`config.mk`:
```
export PLATFORM = sky130hd
export DESIGN_NAME = uti_index
export DESIGN_NICKNAME = d
export VERILOG_FILES = /design/src/hw/rtl/uti_pkg.sv /design/src/hw/rtl/uti_index.sv
export SDC_FILE = /design/constraint.sdc
export NUM_CORES = 2
export LEC_CHECK = 0
export BUFFER_PORTS_ARGS = -buffer_cell sky130_fd_sc_hd__buf_2
export CORE_MARGIN = 8
export CORE_UTILIZATION = 65
export CTS_CLUSTER_DIAMETER = 120
export DETAILED_ROUTE_END_ITERATION = 7
export PLACE_DENSITY = 0.84
export SLEW_MARGIN = 20
export SYNTH_ARGS = -nofsm -noshare
export SYNTH_HDL_FRONTEND = slang
export SYNTH_SLANG_ARGS = --single-unit
```
`constraint.sdc`:
```
create_clock -name clk_i -period 9.1 [get_ports clk_i]
set_clock_uncertainty 0.2 [all_clocks]
set_input_delay 1.82 -clock clk_i [delete_from_list [all_inputs] [get_ports clk_i]]
set_output_delay 1.82 -clock clk_i [all_outputs]
set_load 0.1 [all_outputs]
```
`src/hw/rtl/uti_pkg.sv`:
```
package uti_pkg;

  // Table depth default and fixed field widths
  localparam int DEFAULT_TABLE_DEPTH = 1024;
  localparam int LEN_W  = 11;   // table_length register
  localparam int ADDR_W = 4;    // configuration byte address
  localparam int MAG_W  = 49;   // |index| in Q.16, up to 2^48
  localparam int IND_W  = 50;   // signed index in Q.16

  // Pipeline: index stages 0..3, table read stage 4, blend stages 5..8
  localparam int NUM_STAGES  = 9;
  localparam int MIN_LATENCY = NUM_STAGES - 1;

  // Request codes
  localparam logic [1:0] REQ_WRITE   = 2'd0;
  localparam logic [1:0] REQ_INTERP  = 2'd1;
  localparam logic [1:0] REQ_NEAREST = 2'd2;

  // Status codes
  localparam logic [1:0] STATUS_OK    = 2'd0;
  localparam logic [1:0] STATUS_SHORT = 2'd1;
  localparam logic [1:0] STATUS_SAT   = 2'd2;

  // Register indexes (word address bits)
  localparam logic [1:0] REG_X_MIN  = 2'd0;
  localparam logic [1:0] REG_SCALE  = 2'd1;
  localparam logic [1:0] REG_LENGTH = 2'd2;

  typedef struct packed {
    logic [1:0]         req_type;
    logic [9:0]         entry_index;
    logic signed [31:0] entry_value;
    logic signed [31:0] x_value;
  } uti_req_t;

  typedef struct packed {
    logic signed [31:0] y_value;
    logic [1:0]         status;
  } uti_rsp_t;

  // Request fields carried along the index pipeline
  typedef struct packed {
    logic [1:0]         req_type;
    logic [9:0]         entry_index;
    logic signed [31:0] entry_value;
  } uti_meta_t;

endpackage

```
`src/hw/rtl/uti_index.sv`:
```
module uti_index
  import uti_pkg::*;
(
  input  logic                    clk_i,
  input  logic [3:0]              load_i,
  input  uti_req_t                req_i,
  input  logic signed [31:0]      x_min_i,
  input  logic [31:0]             scale_i,
  output logic signed [IND_W-1:0] ind_o,
  output uti_meta_t               meta_o
);

  uti_req_t                s0_q;
  uti_meta_t               meta0;
  uti_meta_t               meta1_q, meta2_q, meta3_q;
  logic signed [32:0]      diff;
  logic [32:0]             m_d, m_q;
  logic                    neg1_q, neg2_q;
  logic [MAG_W-1:0]        ph_d, pl_d, ph_q, pl_q;
  logic [MAG_W-1:0]        mag;
  logic signed [IND_W-1:0] ind_d, ind_q;

  assign meta0 = '{req_type:    s0_q.req_type,
                   entry_index: s0_q.entry_index,
                   entry_value: s0_q.entry_value};

  // Distance from x_min as sign and magnitude
  assign diff = {s0_q.x_value[31], s0_q.x_value} - {x_min_i[31], x_min_i};
  assign m_d  = diff[32] ? 33'(-diff) : 33'(diff);

  // Split scale into integer and fraction halves
  assign ph_d = MAG_W'(m_q) * MAG_W'(scale_i[31:16]);
  assign pl_d = MAG_W'(m_q) * MAG_W'(scale_i[15:0]);

  assign mag   = ph_q + (pl_q >> 16);
  assign ind_d = neg2_q ? -$signed({1'b0, mag}) : $signed({1'b0, mag});

  always_ff @(posedge clk_i) begin
    if (load_i[0]) begin
      s0_q <= req_i;
    end
    if (load_i[1]) begin
      m_q     <= m_d;
      neg1_q  <= diff[32];
      meta1_q <= meta0;
    end
    if (load_i[2]) begin
      ph_q    <= ph_d;
      pl_q    <= pl_d;
      neg2_q  <= neg1_q;
      meta2_q <= meta1_q;
    end
    if (load_i[3]) begin
      ind_q   <= ind_d;
      meta3_q <= meta2_q;
    end
  end

  assign ind_o  = ind_q;
  assign meta_o = meta3_q;

endmodule

```
==> run metrics <==
die area=0.08557 mm2; xor/xnor share of the synthesized area=0.03753; CTS Root Cell=clkbuf_16; post-route ant nets=0; hpwl dp=91.95 mm; layout cells sized above 1=0.07885; crit end category=register; total wire length=114.3 mm; Warnings, synthesis=0; Port Buffers=238; Hold Path Depth=0; Max Slew Vio Count=0; Worst R2R Start=m_q[7]; DRT iter0 DRCs=2,346; vias in the first global route=37.64k; worst hold path class=register to register; met3 usage=0.05792; TritonCTS clock tree=yes; Synth cell types=88; flop-to-flop setup slack=1.34 ns; GRT Util Overall=0.2716; cell count of the worst reg-to-reg path=26; met2 GRT Util=0.4699; actual slew at the worst max-slew pin=1.145 ns; RSZ-0062 raised after global routing=no; first-pass GRT wire length=188.6 mm; post-synthesis async set-or-reset flop share=0; Synth Area in Compound Gates=0.06870; I/O Pins=239; Arr. time, crit path=8.44 ns; Tmin final=8.294 ns; Core Box Area=0.07582 mm2; Synth-to-Final Area Change=6.993%; Mapped Area=0.04970 mm2; Max Fclk=120.6 MHz; status=complete, no violations; Die Y=292.5 um; drt first pass iters=5; Synth Register Bits=375; Setup Buffers After CTS=0; row cnt=101; clock buffer depth=3; startpoint types=input port; Critical path buffers and inverters=6; GRT overflow=0; Worst Hold Path EP=meta1_q[42]; crit path max-delay cell type=fa_1; Synth Area in Adders=0.4254; most used flip-flop cell after synthesis=edfxtp_1; via count=35.01k; HP Start=meta0[42]; CTS sink count=375; Slew headroom=0.2368; FF-to-FF End=ph_q[40]; CTS resizes=0; Final Hold Fails=0; drt wl/cell=18.61 um; maxcap violations=0; Simple-Gate Fraction of Synth Area=0.1479; drt via density=5.700; clk slew on worst S/H paths=0.06 ns; final net count=6,447; hold_buf cts=0; most numerous cell on the critical path=fa_1; Post-Syn Instances=5,015; setup_tns=0 ns; Die X=292.5 um; Crit Path Category=input port to register; Crit path required time=9.24 ns; Top delay family on crit path=adder cells; crit path cell chain=buf_2 -> buf_4 -> nand2_1 -> fa_1 -> fa_1 -> fa_1 -> inv_1 -> fa_1 -> fa_1 -> inv_1 -> fa_1 -> inv_1 -> ha_1 -> a21o_1 -> a21o_1 -> a21oi_1 -> o21ai_0 -> a31oi_1 -> buf_4 -> o31a_1 -> o21ai_0 -> a211oi_1 -> o21ai_0 -> xor2_1; htree depth=2; initial antenna violation count=1; Mapped Avg Cell Area=9.911 um2; DRC=0; max incr delay on CP=0.56 ns; GR Util met1=0.3410; Seq/Total Area, Yosys=0.2266; global route hottest layer=met2; peak fanout along the critical path=19; fin crit share=0.9115; routability congestion estimate=0.9091; synthesized net count=6,331; largest family of logic cells by synthesized area=adder cells; Skew-Pair Late Insertion Delay=0.60 ns; number of CTS-inserted buffers=42; final setup vio count=0; largest net degree at the start of global routing=77; Starting Density=0.6555; mux cell area share after synthesis=0.001636; Post-synth EDFFs=375; fill count=5,498
-- placed cells by master, fill, tap and decap left out, types with 21 or more instances in the layout --
cell,n
nor3_1,31
edfxtp_1,375
nand2_1,737
clkbuf_16,42
xnor2_1,142
o21ai_0,99
nand3_1,37
nand2b_1,23
buf_4,73
xor2_1,71
buf_2,234
nor2_1,103
inv_1,982
a21oi_1,161
fa_1,865
nand4_1,22
a21o_1,58
and2_1,448
ha_1,306
and3_1,21
-- logic make-up after synthesis --
kind of cell | Yosys count
AO/OA/AOI/OAI | 526
XOR/XNOR | 213
adder cells (fa/ha/maj) | 1171
buffers and inverters | 1218
flip-flops | 375
multiplexers | 8
AND/OR/NAND/NOR | 1504
-- state kept, by name, indices dropped and copies added, names as in the netlist --
name and cells:
ind_o 50, m_q 33, meta0 44, meta1_q 44
meta2_q 44, meta_o 44, neg1_q 1, neg2_q 1
ph_q 49, pl_q 33, s0_q 32
-- layout make-up --
| type | instances | area, um2 | share of cell area |
|---|---|---|---|
| multi-input cells | 3422 | 33860 | 0.6367 |
| well taps | 978 | 1224 | 0.02301 |
| clock buffers | 47 | 1070 | 0.02012 |
| inverters | 982 | 3686 | 0.06931 |
| clock inverters | 28 | 335.3 | 0.006306 |
| diodes | 2 | 5.005 | 0.00009411 |
| flip-flops and latches | 375 | 11260 | 0.2118 |
| repair buffers | 308 | 1739 | 0.03270 |
-- cell usage after synthesis, types with 22 or more instances --
cell type,n,area share
xor2_1,71,0.013
nand2b_1,23,0.0029
and2_1,448,0.056
nand4_1,22,0.0028
nor2_1,103,0.0078
clkbuf_1,224,0.017
nand2_1,737,0.056
nor3_1,31,0.0031
xnor2_1,142,0.025
inv_1,982,0.074
ha_1,306,0.077
nand3_1,37,0.0037
edfxtp_1,375,0.23
a21oi_1,161,0.016
fa_1,865,0.35
a21o_1,58,0.0088
o21ai_0,99,0.010
-- per-stage QoR --
| stage | cells | area (um2) | util | hold slack [ns] | worst slack [ns] |
|---|---|---|---|---|---|
| after floorplan | 5015 | 49700 | - | 0.2003 | 0.9932 |
| after global placement | 6065 | 51770 | 0.6828 | 0.2004 | 0.3873 |
| after detailed placement | 6065 | 51770 | 0.6828 | 0.2045 | 0.2336 |
| after CTS | 6140 | 53170 | 0.7013 | 0.2150 | 0.8972 |
| after global routing | 6141 | 53180 | 0.7013 | 0.2208 | 0.4360 |
| final | 6142 | 53180 | 0.7014 | 0.2141 | 0.8056 |
-- worst max path at each step --
| stage | cells after the start | from | end |
|---|---|---|---|
| final | 24 | scale_i[17] | ph_q[40] |
| after global routing | 23 | scale_i[21] | ph_q[40] |
| after CTS | 23 | scale_i[21] | ph_q[40] |
| after detailed placement | 23 | scale_i[21] | ph_q[40] |
| after global placement | 25 | scale_i[1] | pl_q[48] |
| after floorplan | 22 | scale_i[17] | ph_q[40] |
-- per-layer routing --
| metal | vias up | part of all wire |
|---|---|---|
| li1 | 15790 | - |
| met1 | 17350 | 0.38 |
| met2 | 1621 | 0.49 |
| met3 | 253 | 0.098 |
| met4 | 0 | 0.032 |
| met5 | - | 0 |
Power is not shown: default switching activity piles up to over one toggle a cycle in this logic, so the estimate is an artifact.
