==> src/hw/rtl/uti_pkg.sv <==
package uti_pkg;

  // Table depth default and fixed field widths
  localparam int DEFAULT_TABLE_DEPTH = 1024;
  localparam int LEN_W  = 11;   // table_length register
  localparam int ADDR_W = 4;    // configuration byte address
  localparam int MAG_W  = 49;   // |index| in Q.16, up to 2^48
  localparam int IND_W  = 50;   // signed index in Q.16

  // Pipeline: index stages 0..3, table read stage 4, blend stages 5..8
  localparam int NUM_STAGES  = 9;
  localparam int MIN_LATENCY = NUM_STAGES - 1;

  // Request codes
  localparam logic [1:0] REQ_WRITE   = 2'd0;
  localparam logic [1:0] REQ_INTERP  = 2'd1;
  localparam logic [1:0] REQ_NEAREST = 2'd2;

  // Status codes
  localparam logic [1:0] STATUS_OK    = 2'd0;
  localparam logic [1:0] STATUS_SHORT = 2'd1;
  localparam logic [1:0] STATUS_SAT   = 2'd2;

  // Register indexes (word address bits)
  localparam logic [1:0] REG_X_MIN  = 2'd0;
  localparam logic [1:0] REG_SCALE  = 2'd1;
  localparam logic [1:0] REG_LENGTH = 2'd2;

  typedef struct packed {
    logic [1:0]         req_type;
    logic [9:0]         entry_index;
    logic signed [31:0] entry_value;
    logic signed [31:0] x_value;
  } uti_req_t;

  typedef struct packed {
    logic signed [31:0] y_value;
    logic [1:0]         status;
  } uti_rsp_t;

  // Request fields carried along the index pipeline
  typedef struct packed {
    logic [1:0]         req_type;
    logic [9:0]         entry_index;
    logic signed [31:0] entry_value;
  } uti_meta_t;

endpackage

==> src/hw/rtl/uti_blend.sv <==
module uti_blend
  import uti_pkg::*;
(
  input  logic                    clk_i,
  input  logic [3:0]              load_i,
  input  logic signed [31:0]      y0_i,
  input  logic signed [31:0]      y1_i,
  input  logic signed [IND_W-1:0] frac_i,
  input  logic [1:0]              req_i,
  input  logic                    short_i,
  output uti_rsp_t                rsp_o
);

  localparam logic [65:0]        SAT_LIMIT = 66'(1) << 40;
  localparam logic signed [42:0] Y_MAX     = 43'sd2147483647;
  localparam logic signed [42:0] Y_MIN     = -43'sd2147483648;

  logic signed [32:0]  delta;
  logic [32:0]         dm_d, dm_q;
  logic [MAG_W-1:0]    fm_d, fm_q;
  logic [49:0]         qhi_d, qhi_q;
  logic [48:0]         qlo_d, qlo_q, qfl_d, qfl_q;
  logic [65:0]         prod;
  logic [41:0]         mag_d, mag_q;
  logic                neg5_q, neg6_q, neg7_q, sat_d, sat_q;
  logic signed [31:0]  base5_q, base6_q, base7_q;
  logic [1:0]          req5_q, req6_q, req7_q;
  logic                short5_q, short6_q, short7_q;
  logic signed [42:0]  base_x, mag_s, sum;
  uti_rsp_t            rsp_d, rsp_q;

  assign delta = {y1_i[31], y1_i} - {y0_i[31], y0_i};
  assign dm_d  = delta[32] ? 33'(-delta) : 33'(delta);
  assign fm_d  = MAG_W'(frac_i[IND_W-1] ? -frac_i : frac_i);

  assign qhi_d = 50'(fm_q[48:32]) * 50'(dm_q);
  assign qlo_d = 49'(fm_q[31:16]) * 49'(dm_q);
  assign qfl_d = 49'(fm_q[15:0]) * 49'(dm_q);

  assign prod  = (66'(qhi_q) << 16) + 66'(qlo_q);
  assign sat_d = prod > SAT_LIMIT;
  assign mag_d = 42'(prod) + 42'(qfl_q >> 16);

  assign base_x = $signed({{11{base7_q[31]}}, base7_q});
  assign mag_s  = $signed({1'b0, mag_q});
  assign sum    = base_x + (neg7_q ? -mag_s : mag_s);

  always_comb begin
    rsp_d.y_value = '0;
    rsp_d.status  = STATUS_OK;
    if (short7_q) begin
      rsp_d.status = STATUS_SHORT;
    end else if (req7_q == REQ_INTERP) begin
      if (sat_q || sum > Y_MAX || sum < Y_MIN) begin
        rsp_d.status = STATUS_SAT;
        if (sat_q ? neg7_q : sum < Y_MIN) begin
          rsp_d.y_value = 32'sh80000000;
        end else begin
          rsp_d.y_value = 32'sh7fffffff;
        end
      end else begin
        rsp_d.y_value = 32'(sum);
      end
    end else if (req7_q == REQ_NEAREST) begin
      rsp_d.y_value = base7_q;
    end
  end

  always_ff @(posedge clk_i) begin
    if (load_i[0]) begin
      fm_q     <= fm_d;
      dm_q     <= dm_d;
      neg5_q   <= frac_i[IND_W-1] ^ delta[32];
      base5_q  <= y0_i;
      req5_q   <= req_i;
      short5_q <= short_i;
    end
    if (load_i[1]) begin
      qhi_q    <= qhi_d;
      qlo_q    <= qlo_d;
      qfl_q    <= qfl_d;
      neg6_q   <= neg5_q;
      base6_q  <= base5_q;
      req6_q   <= req5_q;
      short6_q <= short5_q;
    end
    if (load_i[2]) begin
      mag_q    <= mag_d;
      sat_q    <= sat_d;
      neg7_q   <= neg6_q;
      base7_q  <= base6_q;
      req7_q   <= req6_q;
      short7_q <= short6_q;
    end
    if (load_i[3]) begin
      rsp_q <= rsp_d;
    end
  end

  assign rsp_o = rsp_q;

endmodule

==> config.mk <==
export PLATFORM = sky130hd
export DESIGN_NAME = uti_blend
export DESIGN_NICKNAME = d
export VERILOG_FILES = /design/src/hw/rtl/uti_pkg.sv /design/src/hw/rtl/uti_blend.sv
export SDC_FILE = /design/constraint.sdc
export NUM_CORES = 2
export LEC_CHECK = 0
export BUFFER_PORTS_ARGS = -buffer_cell sky130_fd_sc_hd__buf_4
export CAP_MARGIN = 20
export CORE_ASPECT_RATIO = 1.2
export CORE_MARGIN = 2
export CORE_UTILIZATION = 55
export DETAILED_ROUTE_END_ITERATION = 8
export PLACE_DENSITY = 0.77
export SYNTH_ARGS = -nofsm -noshare
export SYNTH_HDL_FRONTEND = slang
export SYNTH_SLANG_ARGS = --single-unit
==> constraint.sdc <==
create_clock -name clk_i -period 7.3 [get_ports clk_i]
set_input_delay 1.46 -clock clk_i [delete_from_list [all_inputs] [get_ports clk_i]]
set_output_delay 1.46 -clock clk_i [all_outputs]
set_load 0.01 [all_outputs]
==> out/summary.txt <==
Final hold vios: 0
Max Cap Viol: 0
CP arrival: 7.51 ns
Wire length per cell: 20.9 um
Status: complete, no violations
Core area: 0.134 sq mm
Cell Rows: 147
Clock buffer depth: 3
Fillers: 10,800
Largest cells by area after synthesis: fa_1 36%, edfxtp_1 16%, ha_1 8.7%
Via density: 5.77
Root Buffer Master: clkbuf_16
Final net count: 10,200
Worst Hold End: base7_q[23]$_DFFE_PP_
Post-synth EDFFs: 399
Hold Crit Start: base6_q[23]$_DFFE_PP_
# setup viols final: 0
CTS tree: yes
Max Freq: 140 MHz
Setup Skew: 0.0676 ns
Layout Area Growth over Synthesis: 9.44%
Worst setup startpoint: dm_q[5]$_DFFE_PP_
Setup total negative slack: 0 ns
Post-Route WL: 210,000 um
Largest net degree at the start of global routing: 133
DP HPWL: 162,000 um
Die width: 339 um
Mean Syn Cell Area: 9.19 sq um
Worst Setup End Kind: flip-flop
Layout cell share with drive strength beyond 1: 8.05%
Vias: 57,800
Period utilization: 97.7%
GPL Wtd Cong: 0.982
Syn Inst Count: 8,055
Max Transition Viols Final: 0
Initial Util: 55.4%
Number of distinct library cells after synthesis: 90
Initial antenna violation count: 14
Pre-CTS setup slack: -0.276 ns
Synthesized Nets: 10,000
R2R cell count: 24
R2r setup slk: 0.17 ns
Clk sinks: 399
Post-route DRC: 0
# IOs: 156
Startpoint types: flip-flop
Die height: 406 um
CTS Hold Bufs: 0
Hold Path Class: reg2reg
Least-Margin Pin Slew: 1.17 ns
Depth of the worst hold-timing path: 0
Largest area contributor in the netlist: fa_1
Antenna-violating nets left: 0
Async SR Flop Fraction: 0%
H-tree depth: 2
Cell Area, Synth: 0.0740 sq mm
Die ar.: 0.138 sq mm
Tmin final: 7.13 ns
Top cell type's share of synthesized area: 36.0%
R2r endpoint: qhi_q[49]$_DFFE_PP_
Worst EP required: 7.68 ns
Yosys Warn Count: 0
Sequential share of the synthesized area: 16.2%
Kind of critical path: reg2reg
Vias in the first global route: 61,700
GRT overflow: 0
Max-slew headroom: 21.1%
Port buffer count: 155
Number of synthesized register bits: 399
Synth Flop Type: edfxtp_1
Clk slew on worst S/H paths: 0.06 ns
R2R Path Start: dm_q[5]$_DFFE_PP_
Skew-Pair Late Insertion Delay: 0.70 ns
DRT iter0 DRCs: 4,901
Cts bufs inserted: 46
GRT Total Usage: 30.5%
DR pass1 iterations: 7
Worst Path Max Fanout: 40
Setup ws final: 0.171 ns
RSZ-0062 raised after global routing: yes
First-pass GRT wire length: 329,000 um
==> metal layers <==
| layer | part of all wire [%] | wire length [um] | track usage (%) | vias to the layer above |
|---|---|---|---|---|
| met1 | 36 | 75400 | 36.7 | 28800 |
| met4 | 5.1 | 10700 | 12.5 | 16 |
| met2 | 48 | 100000 | 52.2 | 3003 |
| met5 | 0.083 | 175 | 0.494 | - |
| li1 | - | - | - | 25300 |
| met3 | 11 | 23300 | 7.62 | 711 |
==> layout by cell type (no fill, tap or decap), types with 10 or more instances in the layout <==
cell type and instances:
or3_1 37, nand4_1 38, xor2_1 93, a21oi_1 235, edfxtp_1 399, o31ai_1 46
buf_4 396, fa_1 1328, buf_12 54, xnor2_1 258, o21bai_1 30, nor4_1 31
o2111ai_2 31, a211oi_1 34, a21boi_0 10, nand2b_1 48, o21a_1 40, ha_1 511
o41ai_1 15, clkbuf_16 54, or2_2 19, o21ai_0 177, o211ai_1 28, nand2_1 1326
nor2_1 189, nor3_1 51, a211o_1 11, and3_1 32, nor2b_1 26, a21o_1 129
or4_1 15, inv_1 1679, and2_1 506, a31oi_1 21, and4_1 11, nand3_1 69
==> worst max-delay path, stage by stage (launching register included) <==
cell and delay (ns):
edfxtp_1 0.42, buf_12 0.22, and2_1 0.22, fa_1 0.55
inv_1 0.06, fa_1 0.53, inv_1 0.06, fa_1 0.53
fa_1 0.45, fa_1 0.50, inv_1 0.05, fa_1 0.49
inv_1 0.05, ha_1 0.32, nand3_1 0.15, o31ai_1 0.26
a41oi_1 0.13, a32o_1 0.38, o2bb2ai_1 0.25, o221ai_1 0.21
o21ai_1 0.23, nand3_1 0.16, a211oi_2 0.28, a221o_1 0.21
xnor2_1 0.08
==> through the flow <==
stage / area, sq um / util [%] / cells / hold slack, ns
floorplan: 74000 / - / 8055 / 0.400
detailed placement: 78600 / 58.8 / 9880 / 0.405
CTS: 80200 / 60.0 / 9965 / 0.387
finish: 81000 / 60.6 / 10000 / 0.395
global placement: 78600 / 58.8 / 9880 / 0.401
global route: 81000 / 60.6 / 10000 / 0.401
==> sequential cells by signal, summed over array words and instances (netlist names), 32 cells and up <==
register	cells
rsp_o	34
base6_q	32
dm_q	33
base7_q	32
qfl_q	33
fm_q	49
mag_q	42
qhi_q	50
base5_q	32
qlo_q	49
==> synthesized netlist by cell type, drive strengths merged, types with 32 or more instances <==
cell type     n
a211oi       37
a21o        129
a21oi       241
and2        506
and3         32
clkbuf      362
edfxtp      399
fa         1331
ha          515
inv        1680
nand2      1326
nand2b       48
nand3        71
nand4        38
nor2        190
nor3         53
nor4         33
o2111ai      38
o21a         40
o21ai       187
o21bai       32
o31ai        48
or3          37
xnor2       259
xor2         93
==> timing repair <==
action,in CTS,in global routing
setup endpoints to repair,17,34
resized for setup,3,51
cloned,0,8
pin swaps,0,13
setup buffers,0,49
==> worst max path at each step <==
stage                     endpoint  slack, ns
2_1_floorplan  qhi_q[49]$_DFFE_PP_       0.37
3_3_place_gp   qfl_q[48]$_DFFE_PP_      -0.29
3_5_place_dp   qfl_q[48]$_DFFE_PP_      -0.28
4_1_cts        qfl_q[48]$_DFFE_PP_     0.0007
5_1_grt        qhi_q[42]$_DFFE_PP_      -0.08
6_report       qhi_q[49]$_DFFE_PP_       0.17
==> layout make-up <==
cell class | instances | area [sq um] | share of cell area [%]
Multi-Input combinational cell | 5603 | 54500 | 67.3
Sequential cell | 399 | 12000 | 14.8
Inverter | 1680 | 6310 | 7.78
Timing Repair Buffer | 467 | 4360 | 5.38
Tap cell | 1788 | 2240 | 2.76
Clock buffer | 51 | 1170 | 1.44
Clock inverter | 34 | 393 | 0.485
Antenna cell | 6 | 15.0 | 0.0185
==> kinds of logic after synthesis <==
group                    count (synthesis)  share of synthesized area (%)
AO/OA/AOI/OAI                          951                           8.79
XOR/XNOR                               352                           4.18
adder cells (fa/ha/maj)               1846                           44.7
buffers and inverters                 2053                           10.5
flip-flops                             399                           16.2
multiplexers                             4                         0.0541
AND/OR/NAND/NOR                       2450                           15.6
Power is not shown: default switching activity piles up to over one toggle a cycle in this logic, so the estimate is an artifact.
